**config.mk**
```make
export PLATFORM = sky130hd
export DESIGN_NAME = dda_line_rasterizer_top_flat
export DESIGN_NICKNAME = d
export VERILOG_FILES = /design/src/sv/dda_pkg.sv /design/src/sv/dda_if.sv /design/src/sv/dda_line_rasterizer_top.sv /design/src/sv/dda_ctrl.sv /design/src/sv/dda_dpath.sv /design/src/flat_wrapper.sv
export VERILOG_INCLUDE_DIRS = /design/src /design/src/sv
export SDC_FILE = /design/constraint.sdc
export NUM_CORES = 1
export LEC_CHECK = 0
export ABC_AREA = 1
export BUFFER_PORTS_ARGS = -buffer_cell sky130_fd_sc_hd__buf_2
export CORE_ASPECT_RATIO = 0.75
export CORE_MARGIN = 5
export CORE_UTILIZATION = 31
export CTS_BUF_LIST = sky130_fd_sc_hd__clkbuf_16
export CTS_CLUSTER_SIZE = 10
export DETAILED_ROUTE_END_ITERATION = 12
export GPL_TIMING_DRIVEN = 0
export SLEW_MARGIN = 15
export SYNTH_ARGS = -nofsm -noshare
export SYNTH_HDL_FRONTEND = slang
export SYNTH_SLANG_ARGS = --single-unit
```
**constraint.sdc**
```tcl
create_clock -name clk_i -period 10.9 [get_ports clk_i]
set_input_delay 2.725 -clock clk_i [delete_from_list [all_inputs] [get_ports clk_i]]
set_output_delay 2.725 -clock clk_i [all_outputs]
set_load 0.02 [all_outputs]
```
**src/sv/dda_line_rasterizer_top_defines.svh**
```systemverilog
// Assertion macros used by the line rasteriser controller.
// Every macro expects clk_i and rst_ni to be visible where it is used.
`ifndef DDA_LINE_RASTERIZER_TOP_DEFINES_SVH
`define DDA_LINE_RASTERIZER_TOP_DEFINES_SVH

// Same-cycle implication, switched off while reset is asserted.
`define DDA_ASSERT_IMP(label, ante, cons, msg) \
  label: assert property (@(posedge clk_i) disable iff (!rst_ni) (ante) |-> (cons)) \
    else $error(msg);

// Next-cycle implication, switched off while reset is asserted.
`define DDA_ASSERT_NXT(label, ante, cons, msg) \
  label: assert property (@(posedge clk_i) disable iff (!rst_ni) (ante) |=> (cons)) \
    else $error(msg);

`endif

```
**src/sv/dda_pkg.sv**
```systemverilog
// Shared types and constants of the DDA line rasteriser.
// No dependencies; every other file of the block but the assertion macro header uses it.
package dda_pkg;

  localparam int unsigned COORD_BITS_DEF = 12;
  localparam int unsigned FRAC_BITS_DEF  = 16;

  // Input command codes.
  localparam logic CMD_START = 1'b0;
  localparam logic CMD_STEP  = 1'b1;

  // Commands from the controller to the datapath.
  typedef struct packed {
    logic ld_start;  // start beat accepted: load endpoints and emit start point
    logic adv_step;  // step beat accepted: advance the line and emit a point
    logic div_iter;  // one restoring division iteration on both lanes
    logic div_fin;   // round the quotients and load the increments
  } dda_cmd_t;

  // Status from the datapath to the controller.
  typedef struct packed {
    logic zero_len;  // endpoints of the offered start beat coincide
  } dda_stat_t;

endpackage

```
**src/sv/dda_if.sv**
```systemverilog
// Handshake channels of the DDA line rasteriser: input and output beats.
// Depends on dda_pkg for the default coordinate width.
interface dda_in_if #(
  parameter int unsigned COORD_BITS = dda_pkg::COORD_BITS_DEF
);
  logic                         valid;
  logic                         ready;
  logic                         cmd;
  logic signed [COORD_BITS-1:0] x_start;
  logic signed [COORD_BITS-1:0] y_start;
  logic signed [COORD_BITS-1:0] x_end;
  logic signed [COORD_BITS-1:0] y_end;

  modport source (output valid, cmd, x_start, y_start, x_end, y_end, input ready);
  modport sink   (input valid, cmd, x_start, y_start, x_end, y_end, output ready);
endinterface

interface dda_out_if #(
  parameter int unsigned COORD_BITS = dda_pkg::COORD_BITS_DEF
);
  logic                         valid;
  logic                         ready;
  logic signed [COORD_BITS-1:0] pixel_x;
  logic signed [COORD_BITS-1:0] pixel_y;
  logic                         point_valid;
  logic                         last_point;

  modport source (output valid, pixel_x, pixel_y, point_valid, last_point, input ready);
  modport sink   (input valid, pixel_x, pixel_y, point_valid, last_point, output ready);
endinterface

```
**src/sv/dda_line_rasterizer_top.sv**
```systemverilog
// DDA line rasteriser, top level: wires the controller to the datapath.
// Depends on dda_pkg, dda_if, dda_ctrl and dda_dpath.
//
// Usage: beats arrive on in_i and every accepted beat yields exactly one
// beat on out_o. A start beat (cmd = 0) carries both endpoints and returns
// the start point; a step beat (cmd = 1) advances the line by one step and
// returns the next point, with last_point set on the final one. A step with
// no line in progress returns a beat with point_valid low.
// The result is registered: it is in the output register in the cycle after acceptance.
// Throughput: step beats go at one per cycle while the receiver keeps up.
// After a start beat the input stays blocked while the two restoring
// dividers work out the increments, one quotient bit per cycle, and while
// they are rounded. A start beat for a zero-length line blocks nothing.
// Reset clears the line state to idle and empties the output register.
// When the receiver stalls, the result is held and one further beat is
// taken only in the cycle in which the held result leaves.
module dda_line_rasterizer_top #(
  parameter int unsigned COORD_BITS = dda_pkg::COORD_BITS_DEF,
  parameter int unsigned FRAC_BITS  = dda_pkg::FRAC_BITS_DEF
) (
  input logic       clk_i,
  input logic       rst_ni,
  dda_in_if.sink    in_i,
  dda_out_if.source out_o
);

  dda_pkg::dda_cmd_t  cmd;
  dda_pkg::dda_stat_t stat;

  dda_ctrl #(
    .FRAC_BITS (FRAC_BITS)
  ) u_ctrl (
    .clk_i       (clk_i),
    .rst_ni      (rst_ni),
    .in_valid_i  (in_i.valid),
    .in_cmd_i    (in_i.cmd),
    .in_ready_o  (in_i.ready),
    .out_valid_o (out_o.valid),
    .out_ready_i (out_o.ready),
    .stat_i      (stat),
    .cmd_o       (cmd)
  );

  dda_dpath #(
    .COORD_BITS (COORD_BITS),
    .FRAC_BITS  (FRAC_BITS)
  ) u_dpath (
    .clk_i         (clk_i),
    .rst_ni        (rst_ni),
    .cmd_i         (cmd),
    .stat_o        (stat),
    .x_start_i     (in_i.x_start),
    .y_start_i     (in_i.y_start),
    .x_end_i       (in_i.x_end),
    .y_end_i       (in_i.y_end),
    .pixel_x_o     (out_o.pixel_x),
    .pixel_y_o     (out_o.pixel_y),
    .point_valid_o (out_o.point_valid),
    .last_point_o  (out_o.last_point)
  );

endmodule

```
**src/sv/dda_ctrl.sv**
```systemverilog
// Controller of the DDA line rasteriser: handshakes, output valid and the
// division sequence. Depends on dda_pkg and dda_line_rasterizer_top_defines.svh.
`include "dda_line_rasterizer_top_defines.svh"

module dda_ctrl #(
  parameter int unsigned FRAC_BITS = dda_pkg::FRAC_BITS_DEF
) (
  input  logic              clk_i,
  input  logic              rst_ni,
  input  logic              in_valid_i,
  input  logic              in_cmd_i,
  output logic              in_ready_o,
  output logic              out_valid_o,
  input  logic              out_ready_i,
  input  dda_pkg::dda_stat_t stat_i,
  output dda_pkg::dda_cmd_t  cmd_o
);

  localparam int unsigned CNT_W = $clog2(FRAC_BITS + 1);
  localparam logic [CNT_W-1:0] CNT_LAST = CNT_W'(FRAC_BITS);

  localparam logic [1:0] ST_IDLE = 2'd0;
  localparam logic [1:0] ST_DIV  = 2'd1;
  localparam logic [1:0] ST_FIN  = 2'd2;

  logic [1:0]       state_q, state_d;
  logic [CNT_W-1:0] cnt_q, cnt_d;
  logic             out_valid_q, out_valid_d;
  logic             accept;

  // A new beat may enter while idle, once the output register is free or being emptied.
  assign in_ready_o  = (state_q == ST_IDLE) && (!out_valid_q || out_ready_i);
  assign accept      = in_valid_i && in_ready_o;
  assign out_valid_o = out_valid_q;

  always_comb begin
    state_d        = state_q;
    cnt_d          = cnt_q;
    cmd_o          = '0;
    cmd_o.ld_start = accept && (in_cmd_i == dda_pkg::CMD_START);
    cmd_o.adv_step = accept && (in_cmd_i == dda_pkg::CMD_STEP);
    out_valid_d    = accept ? 1'b1 : (out_ready_i ? 1'b0 : out_valid_q);
    case (state_q)
      ST_IDLE: begin
        if (cmd_o.ld_start && !stat_i.zero_len) begin
          state_d = ST_DIV;
          cnt_d   = '0;
        end
      end
      ST_DIV: begin
        cmd_o.div_iter = 1'b1;
        cnt_d          = cnt_q + 1'b1;
        if (cnt_q == CNT_LAST) begin
          state_d = ST_FIN;
        end
      end
      ST_FIN: begin
        cmd_o.div_fin = 1'b1;
        state_d       = ST_IDLE;
      end
      default: begin
        state_d = ST_IDLE;
      end
    endcase
  end

  always_ff @(posedge clk_i or negedge rst_ni) begin
    if (!rst_ni) begin
      state_q     <= ST_IDLE;
      cnt_q       <= '0;
      out_valid_q <= 1'b0;
    end else begin
      state_q     <= state_d;
      cnt_q       <= cnt_d;
      out_valid_q <= out_valid_d;
    end
  end

  `DDA_ASSERT_IMP(a_no_overwrite, accept && out_valid_q, out_ready_i,
                  "result overwritten before it was taken")
  `DDA_ASSERT_NXT(a_div_to_fin, (state_q == ST_DIV) && (cnt_q == CNT_LAST),
                  state_q == ST_FIN, "division did not finish after its last iteration")
  `DDA_ASSERT_NXT(a_start_busy, cmd_o.ld_start && !stat_i.zero_len, !in_ready_o,
                  "input taken while increments are being divided")
  `DDA_ASSERT_NXT(a_fin_idle, state_q == ST_FIN, state_q == ST_IDLE,
                  "controller did not return to idle after the increments")

endmodule

```
**src/sv/dda_dpath.sv**
```systemverilog
// Datapath of the DDA line rasteriser: accumulators, increment dividers,
// rounding and the output register. Depends on dda_pkg.
module dda_dpath #(
  parameter int unsigned COORD_BITS = dda_pkg::COORD_BITS_DEF,
  parameter int unsigned FRAC_BITS  = dda_pkg::FRAC_BITS_DEF
) (
  input  logic                         clk_i,
  input  logic                         rst_ni,
  input  dda_pkg::dda_cmd_t            cmd_i,
  output dda_pkg::dda_stat_t           stat_o,
  input  logic signed [COORD_BITS-1:0] x_start_i,
  input  logic signed [COORD_BITS-1:0] y_start_i,
  input  logic signed [COORD_BITS-1:0] x_end_i,
  input  logic signed [COORD_BITS-1:0] y_end_i,
  output logic signed [COORD_BITS-1:0] pixel_x_o,
  output logic signed [COORD_BITS-1:0] pixel_y_o,
  output logic                         point_valid_o,
  output logic                         last_point_o
);

  localparam int unsigned ACC_W  = COORD_BITS + FRAC_BITS + 1;
  localparam int unsigned STEP_W = FRAC_BITS + 2;
  localparam int unsigned CNT_W  = COORD_BITS + 1;
  localparam int unsigned PIX_W  = COORD_BITS + 2;

  localparam logic [ACC_W:0] HALF = (ACC_W + 1)'(1) << (FRAC_BITS - 1);
  localparam logic signed [PIX_W-1:0] PIX_MAX = PIX_W'((1 << (COORD_BITS - 1)) - 1);
  localparam logic signed [PIX_W-1:0] PIX_MIN = ~PIX_MAX;

  // Accumulator to integer, rounded half away from zero, saturated.
  // A negative value rounds as (a + half - 1) shifted down arithmetically.
  function automatic logic [COORD_BITS-1:0] to_pixel(input logic [ACC_W-1:0] a);
    logic [ACC_W:0]          sum;
    logic signed [PIX_W-1:0] v;
    sum = {a[ACC_W-1], a} + HALF - (ACC_W + 1)'(a[ACC_W-1]);
    v   = $signed(sum[ACC_W:FRAC_BITS]);
    if (v > PIX_MAX) begin
      v = PIX_MAX;
    end else if (v < PIX_MIN) begin
      v = PIX_MIN;
    end
    return v[COORD_BITS-1:0];
  endfunction

  // Endpoint deltas and step count for a start beat.
  logic signed [COORD_BITS:0] dx, dy;
  logic [COORD_BITS:0]        ax_w, ay_w;
  logic [COORD_BITS-1:0]      ax, ay, steps;

  assign dx    = $signed({x_end_i[COORD_BITS-1], x_end_i})
               - $signed({x_start_i[COORD_BITS-1], x_start_i});
  assign dy    = $signed({y_end_i[COORD_BITS-1], y_end_i})
               - $signed({y_start_i[COORD_BITS-1], y_start_i});
  assign ax_w  = dx[COORD_BITS] ? -dx : dx;
  assign ay_w  = dy[COORD_BITS] ? -dy : dy;
  assign ax    = ax_w[COORD_BITS-1:0];
  assign ay    = ay_w[COORD_BITS-1:0];
  assign steps = (ax > ay) ? ax : ay;

  assign stat_o.zero_len = (x_start_i == x_end_i) && (y_start_i == y_end_i);

  // Line state.
  logic [ACC_W-1:0]  acc_x_q, acc_y_q;
  logic [STEP_W-1:0] step_x_q, step_y_q;
  logic [CNT_W-1:0]  steps_left_q;
  logic              line_active_q;

  // Divider state: one restoring divider per axis, sharing the divisor.
  logic [COORD_BITS-1:0] div_q;
  logic [COORD_BITS:0]   rem_x_q, rem_y_q;
  logic [FRAC_BITS:0]    quo_x_q, quo_y_q;
  logic                  neg_x_q, neg_y_q;

  logic                  ge_x, ge_y;
  logic [COORD_BITS:0]   r_x, r_y;
  logic [STEP_W-1:0]     mag_x, mag_y;

  assign ge_x  = rem_x_q >= {1'b0, div_q};
  assign ge_y  = rem_y_q >= {1'b0, div_q};
  assign r_x   = ge_x ? rem_x_q - {1'b0, div_q} : rem_x_q;
  assign r_y   = ge_y ? rem_y_q - {1'b0, div_q} : rem_y_q;
  // After the last iteration the remainder registers hold twice the remainder.
  assign mag_x = {1'b0, quo_x_q} + STEP_W'(ge_x);
  assign mag_y = {1'b0, quo_y_q} + STEP_W'(ge_y);

  logic [ACC_W-1:0] acc_x_nx, acc_y_nx;

  assign acc_x_nx = acc_x_q + {{(ACC_W - STEP_W){step_x_q[STEP_W-1]}}, step_x_q};
  assign acc_y_nx = acc_y_q + {{(ACC_W - STEP_W){step_y_q[STEP_W-1]}}, step_y_q};

  always_ff @(posedge clk_i or negedge rst_ni) begin
    if (!rst_ni) begin
      acc_x_q       <= '0;
      acc_y_q       <= '0;
      step_x_q      <= '0;
      step_y_q      <= '0;
      steps_left_q  <= '0;
      line_active_q <= 1'b0;
    end else begin
      if (cmd_i.ld_start) begin
        acc_x_q       <= {x_start_i[COORD_BITS-1], x_start_i, {FRAC_BITS{1'b0}}};
        acc_y_q       <= {y_start_i[COORD_BITS-1], y_start_i, {FRAC_BITS{1'b0}}};
        step_x_q      <= '0;
        step_y_q      <= '0;
        steps_left_q  <= CNT_W'(steps);
        line_active_q <= !stat_o.zero_len;
      end else if (cmd_i.adv_step && line_active_q) begin
        acc_x_q      <= acc_x_nx;
        acc_y_q      <= acc_y_nx;
        steps_left_q <= steps_left_q - 1'b1;
        if (steps_left_q == CNT_W'(1)) begin
          line_active_q <= 1'b0;
        end
      end else if (cmd_i.div_fin) begin
        step_x_q <= neg_x_q ? -mag_x : mag_x;
        step_y_q <= neg_y_q ? -mag_y : mag_y;
      end
    end
  end

  always_ff @(posedge clk_i) begin
    if (cmd_i.ld_start) begin
      div_q   <= steps;
      rem_x_q <= {1'b0, ax};
      rem_y_q <= {1'b0, ay};
      quo_x_q <= '0;
      quo_y_q <= '0;
      neg_x_q <= dx[COORD_BITS];
      neg_y_q <= dy[COORD_BITS];
    end else if (cmd_i.div_iter) begin
      rem_x_q <= {r_x[COORD_BITS-1:0], 1'b0};
      rem_y_q <= {r_y[COORD_BITS-1:0], 1'b0};
      quo_x_q <= {quo_x_q[FRAC_BITS-1:0], ge_x};
      quo_y_q <= {quo_y_q[FRAC_BITS-1:0], ge_y};
    end
  end

  // Output register; it is only written when a beat is accepted.
  always_ff @(posedge clk_i) begin
    if (cmd_i.ld_start) begin
      pixel_x_o     <= x_start_i;
      pixel_y_o     <= y_start_i;
      point_valid_o <= 1'b1;
      last_point_o  <= stat_o.zero_len;
    end else if (cmd_i.adv_step) begin
      if (line_active_q) begin
        pixel_x_o     <= to_pixel(acc_x_nx);
        pixel_y_o     <= to_pixel(acc_y_nx);
        point_valid_o <= 1'b1;
        last_point_o  <= (steps_left_q == CNT_W'(1));
      end else begin
        pixel_x_o     <= '0;
        pixel_y_o     <= '0;
        point_valid_o <= 1'b0;
        last_point_o  <= 1'b0;
      end
    end
  end

endmodule

```
**src/flat_wrapper.sv**
```systemverilog
// flat-port wrapper written by rule: the top's interface ports become plain ports
module dda_line_rasterizer_top_flat 
#(
  parameter int unsigned COORD_BITS = dda_pkg::COORD_BITS_DEF,
  parameter int unsigned FRAC_BITS  = dda_pkg::FRAC_BITS_DEF
)
  (clk_i, rst_ni, in_i_valid, in_i_cmd, in_i_x_start, in_i_y_start, in_i_x_end, in_i_y_end, in_i_ready, out_o_valid, out_o_pixel_x, out_o_pixel_y, out_o_point_valid, out_o_last_point, out_o_ready);
  dda_in_if #(.COORD_BITS(COORD_BITS)) in_i_i ();
  dda_out_if #(.COORD_BITS(COORD_BITS)) out_o_i ();
  input logic clk_i;
  input logic rst_ni;
  input wire logic [$bits(in_i_i.valid)-1:0] in_i_valid;
  input wire logic [$bits(in_i_i.cmd)-1:0] in_i_cmd;
  input wire logic [$bits(in_i_i.x_start)-1:0] in_i_x_start;
  input wire logic [$bits(in_i_i.y_start)-1:0] in_i_y_start;
  input wire logic [$bits(in_i_i.x_end)-1:0] in_i_x_end;
  input wire logic [$bits(in_i_i.y_end)-1:0] in_i_y_end;
  output wire logic [$bits(in_i_i.ready)-1:0] in_i_ready;
  output wire logic [$bits(out_o_i.valid)-1:0] out_o_valid;
  output wire logic [$bits(out_o_i.pixel_x)-1:0] out_o_pixel_x;
  output wire logic [$bits(out_o_i.pixel_y)-1:0] out_o_pixel_y;
  output wire logic [$bits(out_o_i.point_valid)-1:0] out_o_point_valid;
  output wire logic [$bits(out_o_i.last_point)-1:0] out_o_last_point;
  input wire logic [$bits(out_o_i.ready)-1:0] out_o_ready;
  assign in_i_i.valid = in_i_valid;
  assign in_i_i.cmd = in_i_cmd;
  assign in_i_i.x_start = in_i_x_start;
  assign in_i_i.y_start = in_i_y_start;
  assign in_i_i.x_end = in_i_x_end;
  assign in_i_i.y_end = in_i_y_end;
  assign in_i_ready = in_i_i.ready;
  assign out_o_valid = out_o_i.valid;
  assign out_o_pixel_x = out_o_i.pixel_x;
  assign out_o_pixel_y = out_o_i.pixel_y;
  assign out_o_point_valid = out_o_i.point_valid;
  assign out_o_last_point = out_o_i.last_point;
  assign out_o_i.ready = out_o_ready;
  dda_line_rasterizer_top #(.COORD_BITS(COORD_BITS), .FRAC_BITS(FRAC_BITS)) u_core (.clk_i(clk_i), .rst_ni(rst_ni), .in_i(in_i_i), .out_o(out_o_i));
endmodule
```
[After elaboration in Yosys (flattened, before gate mapping)]
Cells that the tools add are included.
Storage, ports and cells
  output and inout port bits: 28
  logic and storage cells: 128
  bits in registers: 216
Operators by class
  reduce and logical (&&, ||, !) cells: 22
  multiplexer cells: 49
  $add $sub $neg: 18
  bitwise gates (word level): 1
  $lt $le $gt $ge: 7
  equality and inequality tests: 9
Operator list (count)
  $mux 12: 19
  $mux 18: 8
  $mux 29: 4
  $add 29x17->30 const B: 2
  $sub 30x1->30: 2
  $add 29x29->29: 2
  $add 17x1->18: 2
  $neg 18->18: 2
  $gt 14x12->1 const B: 2
  $lt 14x12->1 const B: 2
  $ge 13x12->1: 2
  $mux 13: 2
  $sub 12x12->13: 2
  $eq 12x12->1: 2
  $neg 12->12: 2
  $sub 12x12->12: 2
  $reduce_bool 2->1: 7
  $eq 13x1->1 const B: 1
  $sub 13x1->13 const B: 1
  $gt 12x12->1: 1
  $mux 1: 11
  $pmux 5 s2: 1
  $reduce_and 2->1: 4
  $logic_and 1x1->1: 7
  13 further kinds: 16

[Longest topological paths before layout]
  depth in word-level cells: 9
  depth in mapped cells: 37
  mapped depth without buffers: 36

[Modules after synthesis]
Synthesis repeated with hierarchy kept, for this count alone.
Second synthesis, totals
  cells, all modules: 2704
  area, all modules: 19037.0 um2
Modules (own cells, without submodules)
  dda_dpath: area each 18585.3 um2, times used 1, cells an instance 2643
  dda_ctrl: area each 451.7 um2, times used 1, cells an instance 61

[Worst setup path before layout]
No wires, ideal clock.
  path kind: input port to flip-flop
  from: input in_i_y_end[0]
  to: register u_core.u_dpath.div_q[5] (data pin)
  buffers on the path: 2
  path slack: 4.434 ns
  stages: 25
  required time: 10.620 ns
  arrival: 6.186 ns
  cell sequence: inv_1 ha_1 inv_1 fa_1 nand2_1 nand2_1 a21oi_1 nor2_1 nor3_1 xor2_1 buf_2 nand2_1 xor2_1 inv_1 ha_1 nand2_1 inv_1 nand3_1 nor2_1 inv_1 o21ai_1 clkinv_1 clkbuf_1 nand2_1 o21ai_0
RTL lines
  from (decl): RTL line flat_wrapper.sv:17  | input wire logic [$bits(in_i_i.y_end)-1:0] in_i_y_end;
  $sub 12x12->13 *: RTL line dda_dpath.sv:53  | - $signed({y_start_i[COORD_BITS-1], y_start_i});
  net u_core.u_dpath.dy[12]: RTL line dda_dpath.sv:46  | logic signed [COORD_BITS:0] dx, dy;
  $mux 12 *: RTL line dda_dpath.sv:55  | assign ay_w = dy[COORD_BITS] ? -dy : dy;
  $gt 12x12->1: RTL line dda_dpath.sv:58  | assign steps = (ax > ay) ? ax : ay;
  $mux 12 *: RTL line dda_dpath.sv:58
  net u_core.u_dpath.steps[5]: RTL line dda_dpath.sv:48  | logic [COORD_BITS-1:0] ax, ay, steps;
  to (signal assigned): RTL line dda_dpath.sv:123  | div_q <= steps;
  to (decl): RTL line dda_dpath.sv:69  | logic [COORD_BITS-1:0] div_q;
Mark *: on every way through the listed nets, which the timed path passes. The rest lies on a longest branch.
A chain may end at the register's enable or synchronous reset.

[Worst setup path in the final report]
  from: input in_i_x_end[0]
  to: register u_core.u_dpath.steps_left_q[5]
Between the ends
  word-level cells in the longest chain between the ends: 6
Ends and longest elaborated chain
  from (decl): RTL line flat_wrapper.sv:16  | input wire logic [$bits(in_i_i.x_end)-1:0] in_i_x_end;
  $sub 12x12->13 *: RTL line dda_dpath.sv:51  | - $signed({x_start_i[COORD_BITS-1], x_start_i});
  $neg 12->12: RTL line dda_dpath.sv:54  | assign ax_w = dx[COORD_BITS] ? -dx : dx;
  $mux 12 *: RTL line dda_dpath.sv:54
  $gt 12x12->1: RTL line dda_dpath.sv:58
  $mux 12 *: RTL line dda_dpath.sv:58
  net u_core.u_dpath.steps[5]: RTL line dda_dpath.sv:48
  $mux 13 *: RTL line dda_dpath.sv:100  | if (cmd_i.ld_start) begin
  to (signal assigned): RTL line dda_dpath.sv:105  | steps_left_q <= CNT_W'(steps);
  to (signal assigned): RTL line dda_dpath.sv:110  | steps_left_q <= steps_left_q - 1'b1;
  to (decl): RTL line dda_dpath.sv:65  | logic [CNT_W-1:0] steps_left_q;
Marks and branches as above.

==> impl_metrics.yaml <==
critical_path:
  cp-end-kind: "flip-flop"
  cp-start-kind: "input pin"
  worstPathMaxFanout: 10
  required_ps: 11430
  cp.arrival_ps: 7650
  path_class: "input pin to flip-flop"
cells_and_area:
  drive_above_1_share_pct: 6.44
  multiInputGateArea_um2: 11700
  final_nets: 3032
  area_growth_pct: 12.1
  regArea_um2: 5540
  n_fill_cell: 6496
yosys:
  syn_nets: 2920
  synth_enable_flop_cells: 63
  netlist.top_cell.by_area: "dfrtp_1"
  ys_seq_area_share_pct: 29.4
  synth_top_area_share_pct: 15.4
  synthCells: 2679
  synth_cell_types: 56
  netlist_area_um2: 18800
  syn_area_per_cell_um2: 7.03
  synth-seq-cells: 216
  synth_area_leaders: "dfrtp_1 (15%), nand2_1 (14%), ha_1 (12%), edfxtp_1 (10%), inv_1 (7.1%)"
  async_reset_ff_share_pct: 53.7
  yosys_most_used_dff: "dfrtp_1"
  synth_warnings: 0
floorplan:
  dieArea_um2: 65800
  die_x_um: 295
  initial_core_util_pct: 31.2
  ioPinCount: 81
  die_y_um: 223
  core_area_um2: 60300
  num_rows: 78
drt:
  vias: 18000
  antenna_left: 0
  vias_per_cell: 4.97
  first_pass_iters: 5
  wl_per_cell_um: 16.4
  routed_wl_um: 59200
  drc: 0
  drt_iter0_drc: 1538
timing:
  min_period_over_period_pct: 65.4
  setup_viol: 0
  clock_skew_ps: 46.3
  grt_setup_unrepaired: "no"
  tightest_slew_ps: 979
  drv_slew: 0
  hold_viol: 0
  timing.fmax_ghz: 0.140
  fin_crit_ps: 7130
  max_slew_margin_pct: 34.1
  timing.setup.tns_ps: 0
worst_hold_path:
  hold_path_class: "flip-flop to flip-flop"
cts:
  numCtsBuffers: 28
  cts_resized: 0
  cts_buffer_depth: 3
  insertion_delay_ps: 600
  path_clk_slew_ps: 60
  holdBufCountCts: 0
  cts_setup_buffers: 0
  clock_sinks: 216
  cts_tree: "done"
  h-tree-depth: 1
  cts_root_buf: "clkbuf_16"
placed_design:
  numPortBuffers: 80
  hpwl_um: 48000
  gp_congestion: 0.897
global_routing:
  grt.overflow.total: 0
  grt_pass1_wl_um: 92800
  gr-usage-all-layers_pct: 17.5
  antenna_found_initial: 3
  grt_max_degree: 79
  grt_pass1_vias: 16600
run_status:
  status: "finished clean"
run:
  maxCapViolCount: 0
[cell usage after synthesis (all sizes together) (14+ instances only)]
master  instances
edfxtp         63
o21bai         14
dfxtp          37
buf            16
xnor2          35
nand3         126
nand2         728
clkbuf         40
dfrtp         116
nor2          193
ha            182
o211ai         52
nand4          35
xor2          114
a21oi         175
nor3           61
o21ai         208
inv           362
o22ai          36
[per-stage QoR]
step | cell area (µm²) | setup slack (ps) | hold WS (ps) | cells | utilization [%]
2_1_floorplan | 18800 | 4430 | 454 | 2679 | -
3_3_place_gp | 20200 | 3300 | 476 | 3559 | 33.5
3_5_place_dp | 20300 | 3310 | 481 | 3561 | 33.6
4_1_cts | 21100 | 3900 | 496 | 3612 | 35.0
5_1_grt | 21100 | 3250 | 516 | 3612 | 35.0
6_report | 21100 | 3770 | 491 | 3613 | 35.0
[placed cells by master (no fill, tap or decap), types with 12 or more instances in the layout]
| cell type | netlist | routed |
|---|---|---|
| clkbuf_1 | 40 | 39 |
| nand3_1 | 123 | 123 |
| o211ai_1 | 52 | 52 |
| o21ai_0 | 193 | 193 |
| ha_1 | 182 | 182 |
| dfxtp_1 | 37 | 37 |
| buf_2 | 4 | 83 |
| clkbuf_16 | 0 | 28 |
| o22ai_1 | 36 | 36 |
| a21oi_1 | 174 | 174 |
| o21bai_1 | 14 | 14 |
| nor2_1 | 188 | 187 |
| nand2_1 | 707 | 707 |
| nand4_1 | 35 | 35 |
| inv_1 | 358 | 369 |
| o21ai_1 | 13 | 13 |
| dfrtp_1 | 116 | 116 |
| nor3_1 | 57 | 57 |
| edfxtp_1 | 63 | 63 |
| a31oi_1 | 12 | 12 |
| xnor2_1 | 35 | 35 |
| nand2_2 | 21 | 21 |
| xor2_1 | 112 | 112 |
[flip-flops by register name, indices dropped and copies added (netlist names)]
name and flops:
u_core.u_dpath.quo_x_q 17, u_core.u_dpath.rem_y_q 13, u_core.u_ctrl.out_valid_o 1, u_core.u_dpath.acc_y_q 29, u_core.u_dpath.pixel_x_o 12, u_core.u_ctrl.state_q 2
u_core.u_dpath.pixel_y_o 12, u_core.u_dpath.neg_y_q 1, u_core.u_dpath.last_point_o 1, u_core.u_dpath.point_valid_o 1, u_core.u_dpath.steps_left_q 13, u_core.u_dpath.rem_x_q 13
u_core.u_ctrl.cnt_q 5, u_core.u_dpath.quo_y_q 17, u_core.u_dpath.step_x_q 18, u_core.u_dpath.div_q 12, u_core.u_dpath.line_active_q 1, u_core.u_dpath.step_y_q 18
u_core.u_dpath.acc_x_q 29, u_core.u_dpath.neg_x_q 1
[final timing paths]
check | startpoint | end | slack (ps) | depth (start not counted)
setup / recovery | in_i_x_end[0] | u_core.u_dpath.steps_left_q[5] | 3770 | 25
setup reg to reg | u_core.u_dpath.div_q[1] | u_core.u_dpath.step_y_q[16] | 5400 | 32
min in group asynchronous | rst_ni | u_core.u_dpath.acc_y_q[8] | 2040 | 1
hold reg to reg | u_core.u_dpath.rem_x_q[12] | u_core.u_dpath.rem_x_q[12] | 490 | 2
hold / removal | u_core.u_dpath.rem_x_q[12] | u_core.u_dpath.rem_x_q[12] | 490 | 2
max in group asynchronous | rst_ni | u_core.u_dpath.acc_x_q[23] | 8060 | 2
[critical path, cell delays in order]
cell	delay, ps
buf_2	100
inv_1	50
ha_1	130
inv_1	50
fa_1	400
nand3_1	100
nand2_1	100
a21oi_1	340
nor2_1	80
nor3_1	180
xor2_1	350
nand2_1	110
xor2_1	530
inv_1	140
ha_1	360
a21oi_1	150
o21ai_0	110
nand2_1	70
o2111ai_1	100
o21ai_1	280
clkinv_1	350
clkbuf_1	300
o21ai_0	350
nand2_1	90
nand3_1	90
[cell families after synthesis]
family,share of synthesized area [%]
simple gates,26.0
buf+inv,8.56
compound gates,16.2
flops,29.4
fa+ha+maj,12.7
xor+xnor,7.13
[area by class of cell]
cell class,instances,share of cell area [%]
Tap cell,800,4.74
Inverter,363,6.45
Sequential cell,216,26.2
Buffer,56,1.19
Antenna cell,1,0.0119
Clock inverter,23,0.581
Timing Repair Buffer,82,2.15
Clock buffer,28,3.32
Multi-Input combinational cell,2044,55.3
[metal layers]
metal | part of all wire (%) | track usage (%) | vias to the layer above
met2 | 40 | 25.7 | 495
met4 | 1.9 | 2.87 | 6
met1 | 51 | 27.1 | 8218
met5 | 0.052 | 0 | -
met3 | 7.3 | 2.99 | 69
li1 | - | - | 9167
Power is not shown: default switching activity piles up to over one toggle a cycle in this logic, so the estimate is an artifact.
